===== config.mk =====
export PLATFORM = sky130hd
export DESIGN_NAME = adc_ladder_keypad_debounce
export DESIGN_NICKNAME = d
export VERILOG_FILES = /design/src/design/alkd_pkg.sv /design/src/design/adc_ladder_keypad_debounce.sv /design/src/design/alkd_lane.sv /design/src/design/alkd_merge.sv /design/src/design/alkd_div.sv
export VERILOG_INCLUDE_DIRS = /design/src /design/src/design
export SDC_FILE = /design/constraint.sdc
export NUM_CORES = 1
export LEC_CHECK = 0
export BUFFER_PORTS_ARGS = -buffer_cell sky130_fd_sc_hd__clkbuf_2
export CAP_MARGIN = 20
export CORE_MARGIN = 8
export CORE_UTILIZATION = 62
export CTS_BUF_LIST = sky130_fd_sc_hd__clkbuf_4
export DETAILED_ROUTE_END_ITERATION = 8
export GPL_TIMING_DRIVEN = 0
export PLACE_DENSITY = 0.87
export SLEW_MARGIN = 10
export SYNTH_ARGS = -nofsm -noshare
export SYNTH_HDL_FRONTEND = slang
export SYNTH_SLANG_ARGS = --single-unit

===== constraint.sdc =====
create_clock -name clk -period 9.9 [get_ports clk]
set_input_delay 2.475 -clock clk [delete_from_list [all_inputs] [get_ports clk]]
set_output_delay 2.475 -clock clk [all_outputs]
set_load 0.005 [all_outputs]

===== src/design/assert_macros.svh =====
// ---------------------------------------------------------------------------
// Assertion macros
// Shared concurrent assertion forms for the keypad reader.
// ---------------------------------------------------------------------------
`ifndef ASSERT_MACROS_SVH
`define ASSERT_MACROS_SVH

// The consequent must hold in the same cycle as the antecedent.
`define ASSERT_SAME(label, clk, rst, ante, cons) \
  label: assert property (@(posedge clk) disable iff (rst) (ante) |-> (cons)) \
    else $error("assertion failed: same-cycle implication");

// The consequent must hold in the cycle after the antecedent.
`define ASSERT_NEXT(label, clk, rst, ante, cons) \
  label: assert property (@(posedge clk) disable iff (rst) (ante) |=> (cons)) \
    else $error("assertion failed: next-cycle implication");

`endif


===== src/design/alkd_pkg.sv =====
// ---------------------------------------------------------------------------
// alkd_pkg
// Widths, constants, codes and types shared by the keypad reader modules.
// ---------------------------------------------------------------------------
package alkd_pkg;

  localparam int SAMPLE_SLOTS = 8;
  localparam int SAMPLE_BITS  = 12;
  localparam int COUNT_BITS   = 7;
  localparam int SUM_BITS     = SAMPLE_BITS + $clog2(SAMPLE_SLOTS);
  localparam int DIV_BITS     = $clog2(SAMPLE_SLOTS + 1);
  localparam int STEP_BITS    = $clog2(SUM_BITS);
  localparam int CORR_BITS    = SAMPLE_BITS + 2;
  localparam int KEY_BITS     = 4;
  localparam int RUN_BITS     = 3;
  localparam int CFG_INDEX_BITS = 3;
  localparam int CFG_DATA_BITS  = 12;

  typedef logic [SAMPLE_BITS-1:0] sample_t;
  typedef logic [SUM_BITS-1:0]    sum_t;
  typedef logic [KEY_BITS-1:0]    keys_t;

  typedef struct packed {
    logic busy;
    logic done;
  } div_status_t;

  localparam sample_t CAL_STANDARD = sample_t'(12'h800);
  localparam sample_t CAL_OFFSET   = sample_t'(12'h028);
  localparam sample_t LEVEL_MAX    = '1;

  localparam sample_t CAL_RESET    = sample_t'(12'h800);
  localparam sample_t UP_RESET     = sample_t'(736);
  localparam sample_t DOWN_RESET   = sample_t'(1309);
  localparam sample_t LEFT_RESET   = sample_t'(1932);
  localparam sample_t RIGHT_RESET  = sample_t'(2702);
  localparam logic [RUN_BITS-1:0] STABLE_RESET = RUN_BITS'(3);

  localparam logic [CFG_INDEX_BITS-1:0] REG_CAL    = 3'd0;
  localparam logic [CFG_INDEX_BITS-1:0] REG_NOTIFY = 3'd1;
  localparam logic [CFG_INDEX_BITS-1:0] REG_UP     = 3'd2;
  localparam logic [CFG_INDEX_BITS-1:0] REG_DOWN   = 3'd3;
  localparam logic [CFG_INDEX_BITS-1:0] REG_LEFT   = 3'd4;
  localparam logic [CFG_INDEX_BITS-1:0] REG_RIGHT  = 3'd5;
  localparam logic [CFG_INDEX_BITS-1:0] REG_STABLE = 3'd6;

  localparam logic [1:0] ST_OK        = 2'd0;
  localparam logic [1:0] ST_TIMEOUT   = 2'd1;
  localparam logic [1:0] ST_BAD_COUNT = 2'd2;

  localparam keys_t KEY_NONE  = 4'b0000;
  localparam keys_t KEY_UP    = 4'b0001;
  localparam keys_t KEY_DOWN  = 4'b0010;
  localparam keys_t KEY_LEFT  = 4'b0100;
  localparam keys_t KEY_RIGHT = 4'b1000;

endpackage


===== src/design/adc_ladder_keypad_debounce.sv =====
// ---------------------------------------------------------------------------
// adc_ladder_keypad_debounce
// Resistor-ladder keypad reader: averages one ADC conversion, corrects the
// offset, classifies the level into a key and debounces the key set.
// ---------------------------------------------------------------------------
// For a good conversion the accepting edge loads the sample lanes, then the
// merge stage registers the total, the start state launches the divider, the
// bit-serial divider divides the total by the sample count, the finish state
// passes the divider's done flag, and the last edge corrects, classifies and
// debounces, loading the result once the output register is free. A timeout
// or a bad count goes from idle straight to the finish state. Only one request
// is worked on at a time, so a request holds the input until its result is
// loaded, and the next request is taken while a finished result still waits
// in the output register.
module adc_ladder_keypad_debounce (
  input  logic                                clk,
  input  logic                                rst,
  input  logic                                cfg_write,
  input  logic [alkd_pkg::CFG_INDEX_BITS-1:0] cfg_index,
  input  logic [alkd_pkg::CFG_DATA_BITS-1:0]  cfg_data,
  input  logic                                in_valid,
  output logic                                in_ready,
  input  logic                                timed_out,
  input  logic [alkd_pkg::COUNT_BITS-1:0]     fifo_count,
  input  alkd_pkg::sample_t                   sample_0,
  input  alkd_pkg::sample_t                   sample_1,
  input  alkd_pkg::sample_t                   sample_2,
  input  alkd_pkg::sample_t                   sample_3,
  input  alkd_pkg::sample_t                   sample_4,
  input  alkd_pkg::sample_t                   sample_5,
  input  alkd_pkg::sample_t                   sample_6,
  input  alkd_pkg::sample_t                   sample_7,
  output logic                                out_valid,
  input  logic                                out_ready,
  output logic [1:0]                          status,
  output alkd_pkg::sample_t                   level,
  output alkd_pkg::keys_t                     detected_keys,
  output alkd_pkg::keys_t                     committed_keys,
  output logic                                changed
);

  `include "assert_macros.svh"

  localparam logic [2:0] S_IDLE  = 3'd0;
  localparam logic [2:0] S_SUM   = 3'd1;
  localparam logic [2:0] S_START = 3'd2;
  localparam logic [2:0] S_DIV   = 3'd3;
  localparam logic [2:0] S_FIN   = 3'd4;

  logic [2:0] state;
  logic [2:0] state_next;

  alkd_pkg::sample_t                      calibration_word;
  logic                                   notify_enabled;
  alkd_pkg::sample_t                      up_ceiling;
  alkd_pkg::sample_t                      down_ceiling;
  alkd_pkg::sample_t                      left_ceiling;
  alkd_pkg::sample_t                      right_ceiling;
  logic [alkd_pkg::RUN_BITS-1:0]          stable_needed;

  alkd_pkg::keys_t                        candidate_keys;
  alkd_pkg::keys_t                        candidate_keys_next;
  logic [alkd_pkg::RUN_BITS-1:0]          stable_run;
  logic [alkd_pkg::RUN_BITS-1:0]          stable_run_next;
  alkd_pkg::keys_t                        debounced_keys;
  alkd_pkg::keys_t                        debounced_keys_next;
  logic                                   changed_next;

  alkd_pkg::sample_t [alkd_pkg::SAMPLE_SLOTS-1:0] samples;
  alkd_pkg::sample_t [alkd_pkg::SAMPLE_SLOTS-1:0] lanes;
  alkd_pkg::sum_t                         total;
  alkd_pkg::sum_t                         quotient;
  alkd_pkg::div_status_t                  div_stat;
  logic [alkd_pkg::DIV_BITS-1:0]          count;
  logic [1:0]                             item_status;
  logic [1:0]                             status_in;

  logic                                   accept;
  logic                                   out_free;
  logic                                   finish;
  alkd_pkg::sample_t                      avg;
  logic signed [alkd_pkg::CORR_BITS-1:0]  corr;
  alkd_pkg::sample_t                      level_next;
  alkd_pkg::keys_t                        keys_next;

  assign samples = {sample_7, sample_6, sample_5, sample_4,
                    sample_3, sample_2, sample_1, sample_0};

  assign in_ready = state == S_IDLE;
  assign accept   = in_valid && in_ready;
  assign out_free = !out_valid || out_ready;
  assign finish   = state == S_FIN && out_free;

  always_comb begin
    if (timed_out) begin
      status_in = alkd_pkg::ST_TIMEOUT;
    end else if (fifo_count == '0
                 || fifo_count > alkd_pkg::COUNT_BITS'(alkd_pkg::SAMPLE_SLOTS)) begin
      status_in = alkd_pkg::ST_BAD_COUNT;
    end else begin
      status_in = alkd_pkg::ST_OK;
    end
  end

  for (genvar g = 0; g < alkd_pkg::SAMPLE_SLOTS; g++) begin : g_lane
    alkd_lane u_lane (
      .clk        (clk),
      .load       (accept),
      .lane_id    (alkd_pkg::COUNT_BITS'(g)),
      .fifo_count (fifo_count),
      .sample     (samples[g]),
      .value      (lanes[g])
    );
  end

  alkd_merge u_merge (
    .clk   (clk),
    .lanes (lanes),
    .total (total)
  );

  alkd_div u_div (
    .clk      (clk),
    .rst      (rst),
    .start    (state == S_START),
    .dividend (total),
    .divisor  (count),
    .quotient (quotient),
    .stat     (div_stat)
  );

  always_ff @(posedge clk) begin
    if (accept) begin
      item_status <= status_in;
      count       <= fifo_count[alkd_pkg::DIV_BITS-1:0];
    end
  end

  always_comb begin
    state_next = state;
    case (state)
      S_IDLE: begin
        if (accept) begin
          state_next = (status_in == alkd_pkg::ST_OK) ? S_SUM : S_FIN;
        end
      end
      S_SUM:   state_next = S_START;
      S_START: state_next = S_DIV;
      S_DIV: begin
        if (div_stat.done) begin
          state_next = S_FIN;
        end
      end
      S_FIN: begin
        if (out_free) begin
          state_next = S_IDLE;
        end
      end
      default: state_next = S_IDLE;
    endcase
  end

  assign avg  = quotient[alkd_pkg::SAMPLE_BITS-1:0];
  assign corr = $signed({2'b00, avg}) + $signed({2'b00, alkd_pkg::CAL_STANDARD})
              - $signed({2'b00, calibration_word}) + $signed({2'b00, alkd_pkg::CAL_OFFSET});

  always_comb begin
    level_next = '0;
    keys_next  = alkd_pkg::KEY_NONE;
    if (item_status == alkd_pkg::ST_OK) begin
      if (corr < 0) begin
        level_next = '0;
      end else if (corr > $signed({2'b00, alkd_pkg::LEVEL_MAX})) begin
        level_next = alkd_pkg::LEVEL_MAX;
      end else begin
        level_next = corr[alkd_pkg::SAMPLE_BITS-1:0];
      end
      if (level_next <= up_ceiling) begin
        keys_next = alkd_pkg::KEY_UP;
      end else if (level_next <= down_ceiling) begin
        keys_next = alkd_pkg::KEY_DOWN;
      end else if (level_next <= left_ceiling) begin
        keys_next = alkd_pkg::KEY_LEFT;
      end else if (level_next <= right_ceiling) begin
        keys_next = alkd_pkg::KEY_RIGHT;
      end
    end
  end

  always_comb begin
    candidate_keys_next = candidate_keys;
    stable_run_next     = stable_run;
    debounced_keys_next = debounced_keys;
    changed_next        = 1'b0;
    if (!notify_enabled) begin
      candidate_keys_next = debounced_keys;
      stable_run_next     = '0;
    end else if (item_status == alkd_pkg::ST_OK) begin
      if (keys_next == candidate_keys) begin
        if (stable_run < stable_needed) begin
          stable_run_next = stable_run + 1'b1;
        end
      end else begin
        candidate_keys_next = keys_next;
        stable_run_next     = alkd_pkg::RUN_BITS'(1);
      end
      if (stable_run_next >= stable_needed && candidate_keys_next != debounced_keys) begin
        debounced_keys_next = candidate_keys_next;
        changed_next        = 1'b1;
      end
    end
  end

  always_ff @(posedge clk) begin
    if (rst) begin
      state            <= S_IDLE;
      out_valid        <= 1'b0;
      candidate_keys   <= '0;
      stable_run       <= '0;
      debounced_keys   <= '0;
      calibration_word <= alkd_pkg::CAL_RESET;
      notify_enabled   <= 1'b0;
      up_ceiling       <= alkd_pkg::UP_RESET;
      down_ceiling     <= alkd_pkg::DOWN_RESET;
      left_ceiling     <= alkd_pkg::LEFT_RESET;
      right_ceiling    <= alkd_pkg::RIGHT_RESET;
      stable_needed    <= alkd_pkg::STABLE_RESET;
    end else begin
      state <= state_next;
      if (finish) begin
        out_valid      <= 1'b1;
        candidate_keys <= candidate_keys_next;
        stable_run     <= stable_run_next;
        debounced_keys <= debounced_keys_next;
      end else if (out_ready) begin
        out_valid <= 1'b0;
      end
      if (cfg_write) begin
        case (cfg_index)
          alkd_pkg::REG_CAL:    calibration_word <= cfg_data[alkd_pkg::SAMPLE_BITS-1:0];
          alkd_pkg::REG_NOTIFY: notify_enabled   <= cfg_data[0];
          alkd_pkg::REG_UP:     up_ceiling       <= cfg_data[alkd_pkg::SAMPLE_BITS-1:0];
          alkd_pkg::REG_DOWN:   down_ceiling     <= cfg_data[alkd_pkg::SAMPLE_BITS-1:0];
          alkd_pkg::REG_LEFT:   left_ceiling     <= cfg_data[alkd_pkg::SAMPLE_BITS-1:0];
          alkd_pkg::REG_RIGHT:  right_ceiling    <= cfg_data[alkd_pkg::SAMPLE_BITS-1:0];
          alkd_pkg::REG_STABLE: stable_needed    <= cfg_data[alkd_pkg::RUN_BITS-1:0];
          default: ;
        endcase
      end
    end
  end

  always_ff @(posedge clk) begin
    if (finish) begin
      status         <= item_status;
      level          <= level_next;
      detected_keys  <= keys_next;
      committed_keys <= debounced_keys_next;
      changed        <= changed_next;
    end
  end

  `ASSERT_SAME(a_error_clears_level, clk, rst,
    out_valid && status != alkd_pkg::ST_OK,
    level == '0 && detected_keys == alkd_pkg::KEY_NONE && !changed)
  `ASSERT_SAME(a_keys_onehot, clk, rst, out_valid, $onehot0(detected_keys))
  `ASSERT_NEXT(a_change_commits, clk, rst, finish && changed_next,
    out_valid && committed_keys == candidate_keys && status == alkd_pkg::ST_OK)

endmodule


===== src/design/alkd_lane.sv =====
// ---------------------------------------------------------------------------
// alkd_lane
// One sample lane: captures its sample when the request is taken and
// zeroes it when the slot lies beyond the reported FIFO count.
// ---------------------------------------------------------------------------
module alkd_lane (
  input  logic                               clk,
  input  logic                               load,
  input  logic [alkd_pkg::COUNT_BITS-1:0]    lane_id,
  input  logic [alkd_pkg::COUNT_BITS-1:0]    fifo_count,
  input  alkd_pkg::sample_t                  sample,
  output alkd_pkg::sample_t                  value
);

  always_ff @(posedge clk) begin
    if (load) begin
      value <= (lane_id < fifo_count) ? sample : '0;
    end
  end

endmodule


===== src/design/alkd_merge.sv =====
// ---------------------------------------------------------------------------
// alkd_merge
// Merging stage: adds the masked lane values into one registered total.
// ---------------------------------------------------------------------------
module alkd_merge (
  input  logic                                    clk,
  input  alkd_pkg::sample_t [alkd_pkg::SAMPLE_SLOTS-1:0] lanes,
  output alkd_pkg::sum_t                          total
);

  alkd_pkg::sum_t acc;

  always_comb begin
    acc = '0;
    for (int i = 0; i < alkd_pkg::SAMPLE_SLOTS; i++) begin
      acc = acc + alkd_pkg::sum_t'(lanes[i]);
    end
  end

  always_ff @(posedge clk) begin
    total <= acc;
  end

endmodule


===== src/design/alkd_div.sv =====
// ---------------------------------------------------------------------------
// alkd_div
// Restoring divider: one quotient bit per cycle, total divided by the
// sample count.
// ---------------------------------------------------------------------------
module alkd_div (
  input  logic                               clk,
  input  logic                               rst,
  input  logic                               start,
  input  alkd_pkg::sum_t                     dividend,
  input  logic [alkd_pkg::DIV_BITS-1:0]      divisor,
  output alkd_pkg::sum_t                     quotient,
  output alkd_pkg::div_status_t              stat
);

  logic [alkd_pkg::DIV_BITS-1:0]  rem;
  logic [alkd_pkg::DIV_BITS:0]    trial;
  logic [alkd_pkg::STEP_BITS-1:0] step;
  logic                           fits;

  assign trial = {rem, quotient[alkd_pkg::SUM_BITS-1]};
  assign fits  = trial >= {1'b0, divisor};

  always_ff @(posedge clk) begin
    if (rst) begin
      stat <= '0;
    end else begin
      stat.done <= 1'b0;
      if (start) begin
        stat.busy <= 1'b1;
      end else if (stat.busy && step == '0) begin
        stat.busy <= 1'b0;
        stat.done <= 1'b1;
      end
    end
  end

  always_ff @(posedge clk) begin
    if (start) begin
      quotient <= dividend;
      rem      <= '0;
      step     <= alkd_pkg::STEP_BITS'(alkd_pkg::SUM_BITS - 1);
    end else if (stat.busy) begin
      if (fits) begin
        rem <= alkd_pkg::DIV_BITS'(trial - {1'b0, divisor});
      end else begin
        rem <= trial[alkd_pkg::DIV_BITS-1:0];
      end
      quotient <= {quotient[alkd_pkg::SUM_BITS-2:0], fits};
      step     <= step - 1'b1;
    end
  end

endmodule


* Word-level counts from Yosys, hierarchy flattened
Index checks and enable logic that the tools add are counted.
** Storage, ports and cells
- Logic and storage cells :: 144
- Input bits :: 124
- Register bits :: 244
- Output and inout bits :: 25
** Operators by class
- Equal/unequal tests :: 16
- Reductions and logical operators :: 27
- Mux-type cells :: 37
- Magnitude comparators :: 18
- Add/subtract/negate cells :: 13
** Operators with widths (count)
- adder 15 x 12 -> 15 bit :: 6
- two-way mux 4 bit :: 14
- less-or-equal comparator 12 bit :: 4
- two-way mux 12 bit :: 3
- two-way mux 15 bit :: 2
- two-way mux 3 bit :: 10
- less-than comparator 3 x 7 -> 1 bit (first input constant) :: 4
- AND reduction 2 bit :: 9
- case mux 3 bit (5 select lines) :: 1
- adder 14 x 7 -> 14 bit (second input constant) :: 1
- > comparator 14 x 13 -> 1 bit (second input constant) :: 1
- less-than comparator 1 x 7 -> 1 bit (first input constant) :: 2
- less-than comparator 14 x 1 -> 1 bit (second input constant) :: 1
- less-than comparator 2 x 7 -> 1 bit (first input constant) :: 2
- subtractor 13 x 12 -> 14 bit :: 1
- adder 12 x 12 -> 13 bit :: 1
- adder 12 x 12 -> 13 bit (second input constant) :: 1
- equality test 3 x 2 -> 1 bit (second input constant) :: 4
- equality test 3 bit (second input constant) :: 4
- > comparator 7 x 4 -> 1 bit (second input constant) :: 1
- logical NOT 7 bit :: 1
- equality test 3 x 1 -> 1 bit (second input constant) :: 2
- logical NOT 3 bit :: 2
- two-way mux 2 bit :: 3
- 19 further kinds :: 31

* Longest topological paths before layout
- Word-level depth :: 22
- Gate-level depth with buffers :: 34
- Mapped depth without buffers :: 32

* Modules after synthesis
A second synthesis with hierarchy kept.
** Unflattened totals
- Cell total of the unflattened synthesis :: 1648
- Area, all modules :: 16225.6 um^2
** By module, submodules not included
- adc_ladder_keypad_debounce :: instances 1, cells an instance 728, seq. area each 2452.4 um^2, area each 6391.1 um^2
- alkd_lane :: instances 8, cells an instance 62, seq. area each 360.3 um^2, area each 708.2 um^2
- alkd_merge :: instances 1, cells an instance 323, seq. area each 300.3 um^2, area each 2930.3 um^2
- alkd_div :: instances 1, cells an instance 101, seq. area each 650.6 um^2, area each 1238.7 um^2

* Worst setup path after synthesis
OpenSTA, ideal clock, no wires.
- Path kind :: register -> register
- From :: register u_div.quotient[2]
- To :: register debounced_keys[0]
- Path slack :: 3663 ps
- Required time :: 9772 ps
- Stages on the path, launching flop included :: 30
- Path buffers :: 2
- Period minus slack after synthesis :: 6237 ps
- Arrival :: 6109 ps
- Library setup time :: 128 ps
- Cell sequence :: edfxtp_1 ha_1 ha_1 a21o_1 a21oi_1 o21ai_0 a2111oi_2 o31ai_1 o311ai_1 buf_2 nor2_1 nor2_1 ha_1 a21oi_2 o21ai_0 a2111oi_1 a21oi_1 and3b_1 buf_4 xnor2_2 o211ai_2 nor2_1 ha_1 nand2b_1 a21oi_1 nor2b_1 o211ai_1 mux2_2 mux2i_1 nor2_1
** Between the ends
- Elaborated cells on any way between the ends :: 30
- Classes of those cells :: add/sub: 3; order compare: 7; eq/ne: 2; mux: 17; reduce/logical: 1
** RTL lines
- start, declared :: RTL line alkd_div.sv:12 : output alkd_pkg::sum_t quotient,
- start signal, assigned :: RTL line alkd_div.sv:40 : quotient <= dividend;
- start signal, assigned :: RTL line alkd_div.sv:49 : quotient <= {quotient[alkd_pkg::SUM_BITS-2:0], fits};
- adder 12 x 12 -> 13 bit * :: RTL line adc_ladder_keypad_debounce.sv:164 : assign corr = $signed({2'b00, avg}) + $signed({2'b00, alkd_pkg::CAL_STANDARD})
- subtractor 13 x 12 -> 14 bit * :: RTL line adc_ladder_keypad_debounce.sv:165 : - $signed({2'b00, calibration_word}) + $signed({2'b00, alkd_pkg::CAL_OFFSET});
- adder 14 x 7 -> 14 bit * :: RTL line adc_ladder_keypad_debounce.sv:165
- > comparator 14 x 13 -> 1 bit :: RTL line adc_ladder_keypad_debounce.sv:173 : end else if (corr > $signed({2'b00, alkd_pkg::LEVEL_MAX})) begin
- two-way mux 12 bit :: RTL line adc_ladder_keypad_debounce.sv:173
- two-way mux 12 bit * :: RTL line adc_ladder_keypad_debounce.sv:171 : if (corr < 0) begin
- two-way mux 12 bit * :: RTL line adc_ladder_keypad_debounce.sv:170 : if (item_status == alkd_pkg::ST_OK) begin
- less-or-equal comparator 12 bit :: RTL line adc_ladder_keypad_debounce.sv:182 : end else if (level_next <= left_ceiling) begin
- (+4 left out)
- named net keys_next[2] :: RTL line adc_ladder_keypad_debounce.sv:84 : alkd_pkg::keys_t keys_next;
- (+2 left out)
- two-way mux 3 bit / two-way mux 4 bit (equally long branches) :: RTL line adc_ladder_keypad_debounce.sv:198 : end else if (item_status == alkd_pkg::ST_OK) begin
- two-way mux 3 bit / two-way mux 4 bit (equally long branches) :: RTL line adc_ladder_keypad_debounce.sv:195 : if (!notify_enabled) begin
- >= comparator 3 bit / inequality test 4 bit (equally long branches) :: RTL line adc_ladder_keypad_debounce.sv:207 : if (stable_run_next >= stable_needed && candidate_keys_next != debounced_keys) begin
- logical AND 1 bit :: RTL line adc_ladder_keypad_debounce.sv:207
- two-way mux 4 bit * :: RTL line adc_ladder_keypad_debounce.sv:207
- two-way mux 4 bit * :: RTL line adc_ladder_keypad_debounce.sv:198
- two-way mux 4 bit * :: RTL line adc_ladder_keypad_debounce.sv:195
- named net debounced_keys_next[0] :: RTL line adc_ladder_keypad_debounce.sv:66 : alkd_pkg::keys_t debounced_keys_next;
- end signal, assigned :: RTL line adc_ladder_keypad_debounce.sv:234 : debounced_keys <= debounced_keys_next;
- end, declared :: RTL line adc_ladder_keypad_debounce.sv:65 : alkd_pkg::keys_t debounced_keys;
Mark *: on every way through the listed nets, which the timed path passes. The rest lies on a longest branch. The select of a mux whose other input is x is not followed.
A chain may end at the register's enable or synchronous reset.

* Worst setup path after layout
- From :: register calibration_word[2]
- To :: register debounced_keys[0]
** Between the ends
- Elaborated cells on any way between the ends :: 29
- Classes of those cells :: add/sub: 2; order compare: 7; eq/ne: 2; mux: 17; reduce/logical: 1
** RTL lines
- start, declared :: RTL line adc_ladder_keypad_debounce.sv:53 : alkd_pkg::sample_t calibration_word;
- start signal, assigned :: RTL line adc_ladder_keypad_debounce.sv:221 : calibration_word <= alkd_pkg::CAL_RESET;
- start signal, assigned :: RTL line adc_ladder_keypad_debounce.sv:240 : alkd_pkg::REG_CAL: calibration_word <= cfg_data[alkd_pkg::SAMPLE_BITS-1:0];
- subtractor 13 x 12 -> 14 bit * :: RTL line adc_ladder_keypad_debounce.sv:165
- adder 14 x 7 -> 14 bit * :: RTL line adc_ladder_keypad_debounce.sv:165
- > comparator 14 x 13 -> 1 bit :: RTL line adc_ladder_keypad_debounce.sv:173
- two-way mux 12 bit :: RTL line adc_ladder_keypad_debounce.sv:173
- two-way mux 12 bit * :: RTL line adc_ladder_keypad_debounce.sv:171
- two-way mux 12 bit * :: RTL line adc_ladder_keypad_debounce.sv:170
- less-or-equal comparator 12 bit :: RTL line adc_ladder_keypad_debounce.sv:182
- two-way mux 4 bit :: RTL line adc_ladder_keypad_debounce.sv:182
- (+3 left out)
- named net keys_next[2] :: RTL line adc_ladder_keypad_debounce.sv:84
- (+2 left out)
- two-way mux 3 bit / two-way mux 4 bit (equally long branches) :: RTL line adc_ladder_keypad_debounce.sv:198
- two-way mux 3 bit / two-way mux 4 bit (equally long branches) :: RTL line adc_ladder_keypad_debounce.sv:195
- >= comparator 3 bit / inequality test 4 bit (equally long branches) :: RTL line adc_ladder_keypad_debounce.sv:207
- logical AND 1 bit :: RTL line adc_ladder_keypad_debounce.sv:207
- two-way mux 4 bit * :: RTL line adc_ladder_keypad_debounce.sv:207
- two-way mux 4 bit * :: RTL line adc_ladder_keypad_debounce.sv:198
- two-way mux 4 bit * :: RTL line adc_ladder_keypad_debounce.sv:195
- named net debounced_keys_next[0] :: RTL line adc_ladder_keypad_debounce.sv:66
Marked as above.

==> flow_summary.json <==
{
  "outcome": "completed",
  "worst_slew_pin_slew_ns": 0.976,
  "cp_max_fo": 10,
  "slowest_stage": "o211ai_1",
  "grt_usage_pct": 23.6,
  "pwr-share-comb_pct": 40.3,
  "synth_seq_area_share_pct": 45.6,
  "start_kind": "register",
  "fmax_ghz": 0.128,
  "end_kind": "register",
  "crit_type": "register to register",
  "hold_slack_ns": 0.452,
  "slowest_delay_ns": 0.54,
  "numPortBuffers": 147,
  "skew_ns": 0.0518,
  "floorplan.core_area_um2": 21800,
  "hold_class": "register to register",
  "fin_nets": 1852,
  "synth-main-ff-cell": "edfxtp_1",
  "min_period_ns": 7.79,
  "antenna_found_initial": 1,
  "clock_latency_ns": 0.70,
  "synthMuxAreaShare_pct": 1.70,
  "grt_pass1_wl_mm": 50.7,
  "via_count": 10300,
  "root_buffer": "clkbuf_4",
  "syn_to_final_growth_pct": 14.7,
  "async_flop_share_pct": 0,
  "vdd_ir_drop_max_v": 0.000215,
  "route.detailed.drc": 0,
  "tritoncts": "built",
  "slew_headroom_pct": 34.4,
  "setup_violations": 0,
  "grt_pass1_vias": 10900,
  "synth-adder-area-share_pct": 19.2,
  "setup_ws_ns": 2.11,
  "yosys.area_share.xor_xnor_pct": 2.66,
  "slew_violations": 0,
  "p_seq_share_pct": 33.6,
  "gp_congestion": 0.865,
  "clk_path_buf_depth": 3,
  "syn-cell-area_um2": 13800,
  "numCtsBuffers": 66,
  "ant_nets": 0,
  "intPower_uw": 2410,
  "tns_ns": 0,
  "htreeDepth": 3,
  "dpl.hpwl_mm": 24.5,
  "syn_nets": 1634,
  "cts_resized": 0,
  "synth_edf_count": 140,
  "clock_sinks": 244,
  "arrival_ns": 8.31,
  "fp.dieW_um": 165,
  "hold_buffers": 0,
  "rows": 54,
  "detail_route.wl_per_cell_um": 16.9,
  "grt_max_degree": 58,
  "ios": 149,
  "dpl_worst_slack_ns": 2.29,
  "initial_utilization_pct": 63.1,
  "power.switching_uw": 1270,
  "avgSynthCellArea_um2": 10.3,
  "synthSimpleGateAreaFrac_pct": 16.1,
  "p_per_area_nw_per_um2": 233,
  "wirelength_mm": 31.7,
  "post-route-util_pct": 72.4,
  "period_share_pct": 78.7,
  "p_leak_uw": 0.00696,
  "dieArea_um2": 27200,
  "drt_first_pass_iters": 7,
  "clk_pin_slew_ns": 0.07,
  "synth_cells": 1335,
  "switching_share_pct": 34.5,
  "power.total_uw": 3680,
  "cap_viol_max_count": 0,
  "vias_per_cell": 5.49,
  "overflow": 0,
  "die_y_um": 165,
  "cp.required_ns": 10.42,
  "drive_gt1_share_pct": 17.3,
  "synth.yosys.warnings": 0,
  "synthDistinctLibCells": 59,
  "postCtsSetupBuffers": 0,
  "synth_seq_cells": 244,
  "drt_iter0_drc": 678,
  "synth-compound-area-share_pct": 9.08,
  "hold_viol_final": 0,
  "synth_top_family_by_area": "adder cells",
  "clock_power_share_pct": 26.1,
  "rsz0062_at_grt": "false"
}
-- cells by family after synthesis --
kind of cell | after synthesis
flops | 244
simple gates | 456
xor+xnor | 41
mux | 23
compound gates | 194
fa+ha+maj | 175
buf+inv | 202
-- state kept, by name, indices dropped and copies added (netlist names), 2 cells and up --
name	flops
down_ceiling	12
up_ceiling	12
debounced_keys	4
status	2
candidate_keys	4
stable_needed	3
left_ceiling	12
right_ceiling	12
committed_keys	4
state	3
detected_keys	4
u_merge.total	15
level	12
calibration_word	12
u_div.quotient	15
u_div.stat	2
u_div.rem	4
item_status	2
u_div.step	4
stable_run	3
g_lane.u_lane.value	96
count	4
-- through the flow --
step	cell area (um^2)	std cells
2_1_floorplan	13800	1335
3_3_place_gp	14900	1762
3_5_place_dp	14900	1765
4_1_cts	15800	1879
5_1_grt	15800	1880
6_report	15800	1880
-- path summary, 6_finish.rpt --
| path | from | endpoint | slack, ns | depth (start not counted) |
|---|---|---|---|---|
| hold / removal | down_ceiling[11] | down_ceiling[11] | 0.45 | 2 |
| setup / recovery | calibration_word[2] | debounced_keys[0] | 2.11 | 30 |
| setup reg to reg | calibration_word[2] | debounced_keys[0] | 2.11 | 30 |
| hold reg to reg | down_ceiling[11] | down_ceiling[11] | 0.45 | 2 |
-- cells in the mapped netlist, types with 2 or more instances --
cell type  instances  area share [%]
a211o_1           20             1.3
a211oi_1           8            0.44
a21boi_0           3            0.16
a21o_1            11            0.60
a21oi_1           89             3.2
a31oi_1            5            0.23
and2_1            52             2.4
and3_1             3            0.14
clkbuf_1          36            0.98
dfxtp_1          104              15
edfxtp_1         140              31
fa_1              61             8.9
ha_1             114              10
inv_1            163             4.4
mux2_2             3            0.25
mux2i_1           20             1.5
nand2_1          147             4.0
nand2b_1          16            0.73
nand3_1           15            0.55
nand3b_1          10            0.55
nand4_1           12            0.55
nor2_1           106             2.9
nor2b_1           61             2.8
nor3_1            13            0.47
nor3b_1            2            0.11
nor4_1             2           0.091
nor4b_1            3            0.19
o2111ai_1          3            0.19
o211ai_1           8            0.44
o21a_1             3            0.16
o21ai_0           21            0.76
o21bai_1           5            0.27
o31ai_1            4            0.22
or2_2              4            0.18
or3_1              4            0.18
or4_1              3            0.16
xnor2_1           26             1.7
xor2_1            14            0.89
-- power by group through the flow --
stage	registers [uW]	logic, uW	clock network (uW)
floorplan	1250	1130	0
global placement	1260	1360	0
detailed placement	1260	1470	0
CTS	1230	1480	979
global route	1240	1670	1030
finish	1230	1480	962
-- layout by cell type (no fill, tap or decap), drive strengths merged, types with 10 or more instances in the layout --
cell / Yosys / routed
a211o: 20 / 20
a21o: 11 / 11
a21oi: 90 / 90
and2: 52 / 52
clkbuf: 36 / 283
dfxtp: 104 / 104
edfxtp: 140 / 140
fa: 61 / 61
ha: 114 / 114
inv: 163 / 166
mux2i: 20 / 20
nand2: 147 / 147
nand2b: 16 / 16
nand3: 15 / 15
nand3b: 10 / 10
nand4: 12 / 12
nor2: 106 / 106
nor2b: 61 / 61
nor3: 13 / 13
o21ai: 21 / 21
xnor2: 27 / 27
xor2: 14 / 14
-- layout make-up --
type	count	area [um^2]
Sequential cell	244	6290
Antenna cell	1	2.50
Clock buffer	100	751
Tap cell	280	350
Fill cell	1522	6030
Inverter	163	612
Multi-Input combinational cell	889	6730
Clock inverter	14	133
Buffer	39	151
Timing Repair Buffer	150	782
-- metal layers --
layer,global-route usage [%],wire (um)
met1,26.0,12200
met5,0,0
met2,41.0,15800
met3,5.46,2260
met4,14.2,1440
-- critical path: cells and delay by family, from the launching register on --
| family | cells | cell delay (ns) |
|---|---|---|
| AO/OA/AOI/OAI | 13 | 3.71 |
| XOR/XNOR | 1 | 0.16 |
| adder cells (fa/ha/maj) | 4 | 1.17 |
| buffers and inverters | 3 | 0.50 |
| flip-flops | 1 | 0.36 |
| multiplexers | 2 | 0.57 |
| AND/OR/NAND/NOR | 7 | 1.17 |
Note: power is estimated with default switching activity, not from simulation.
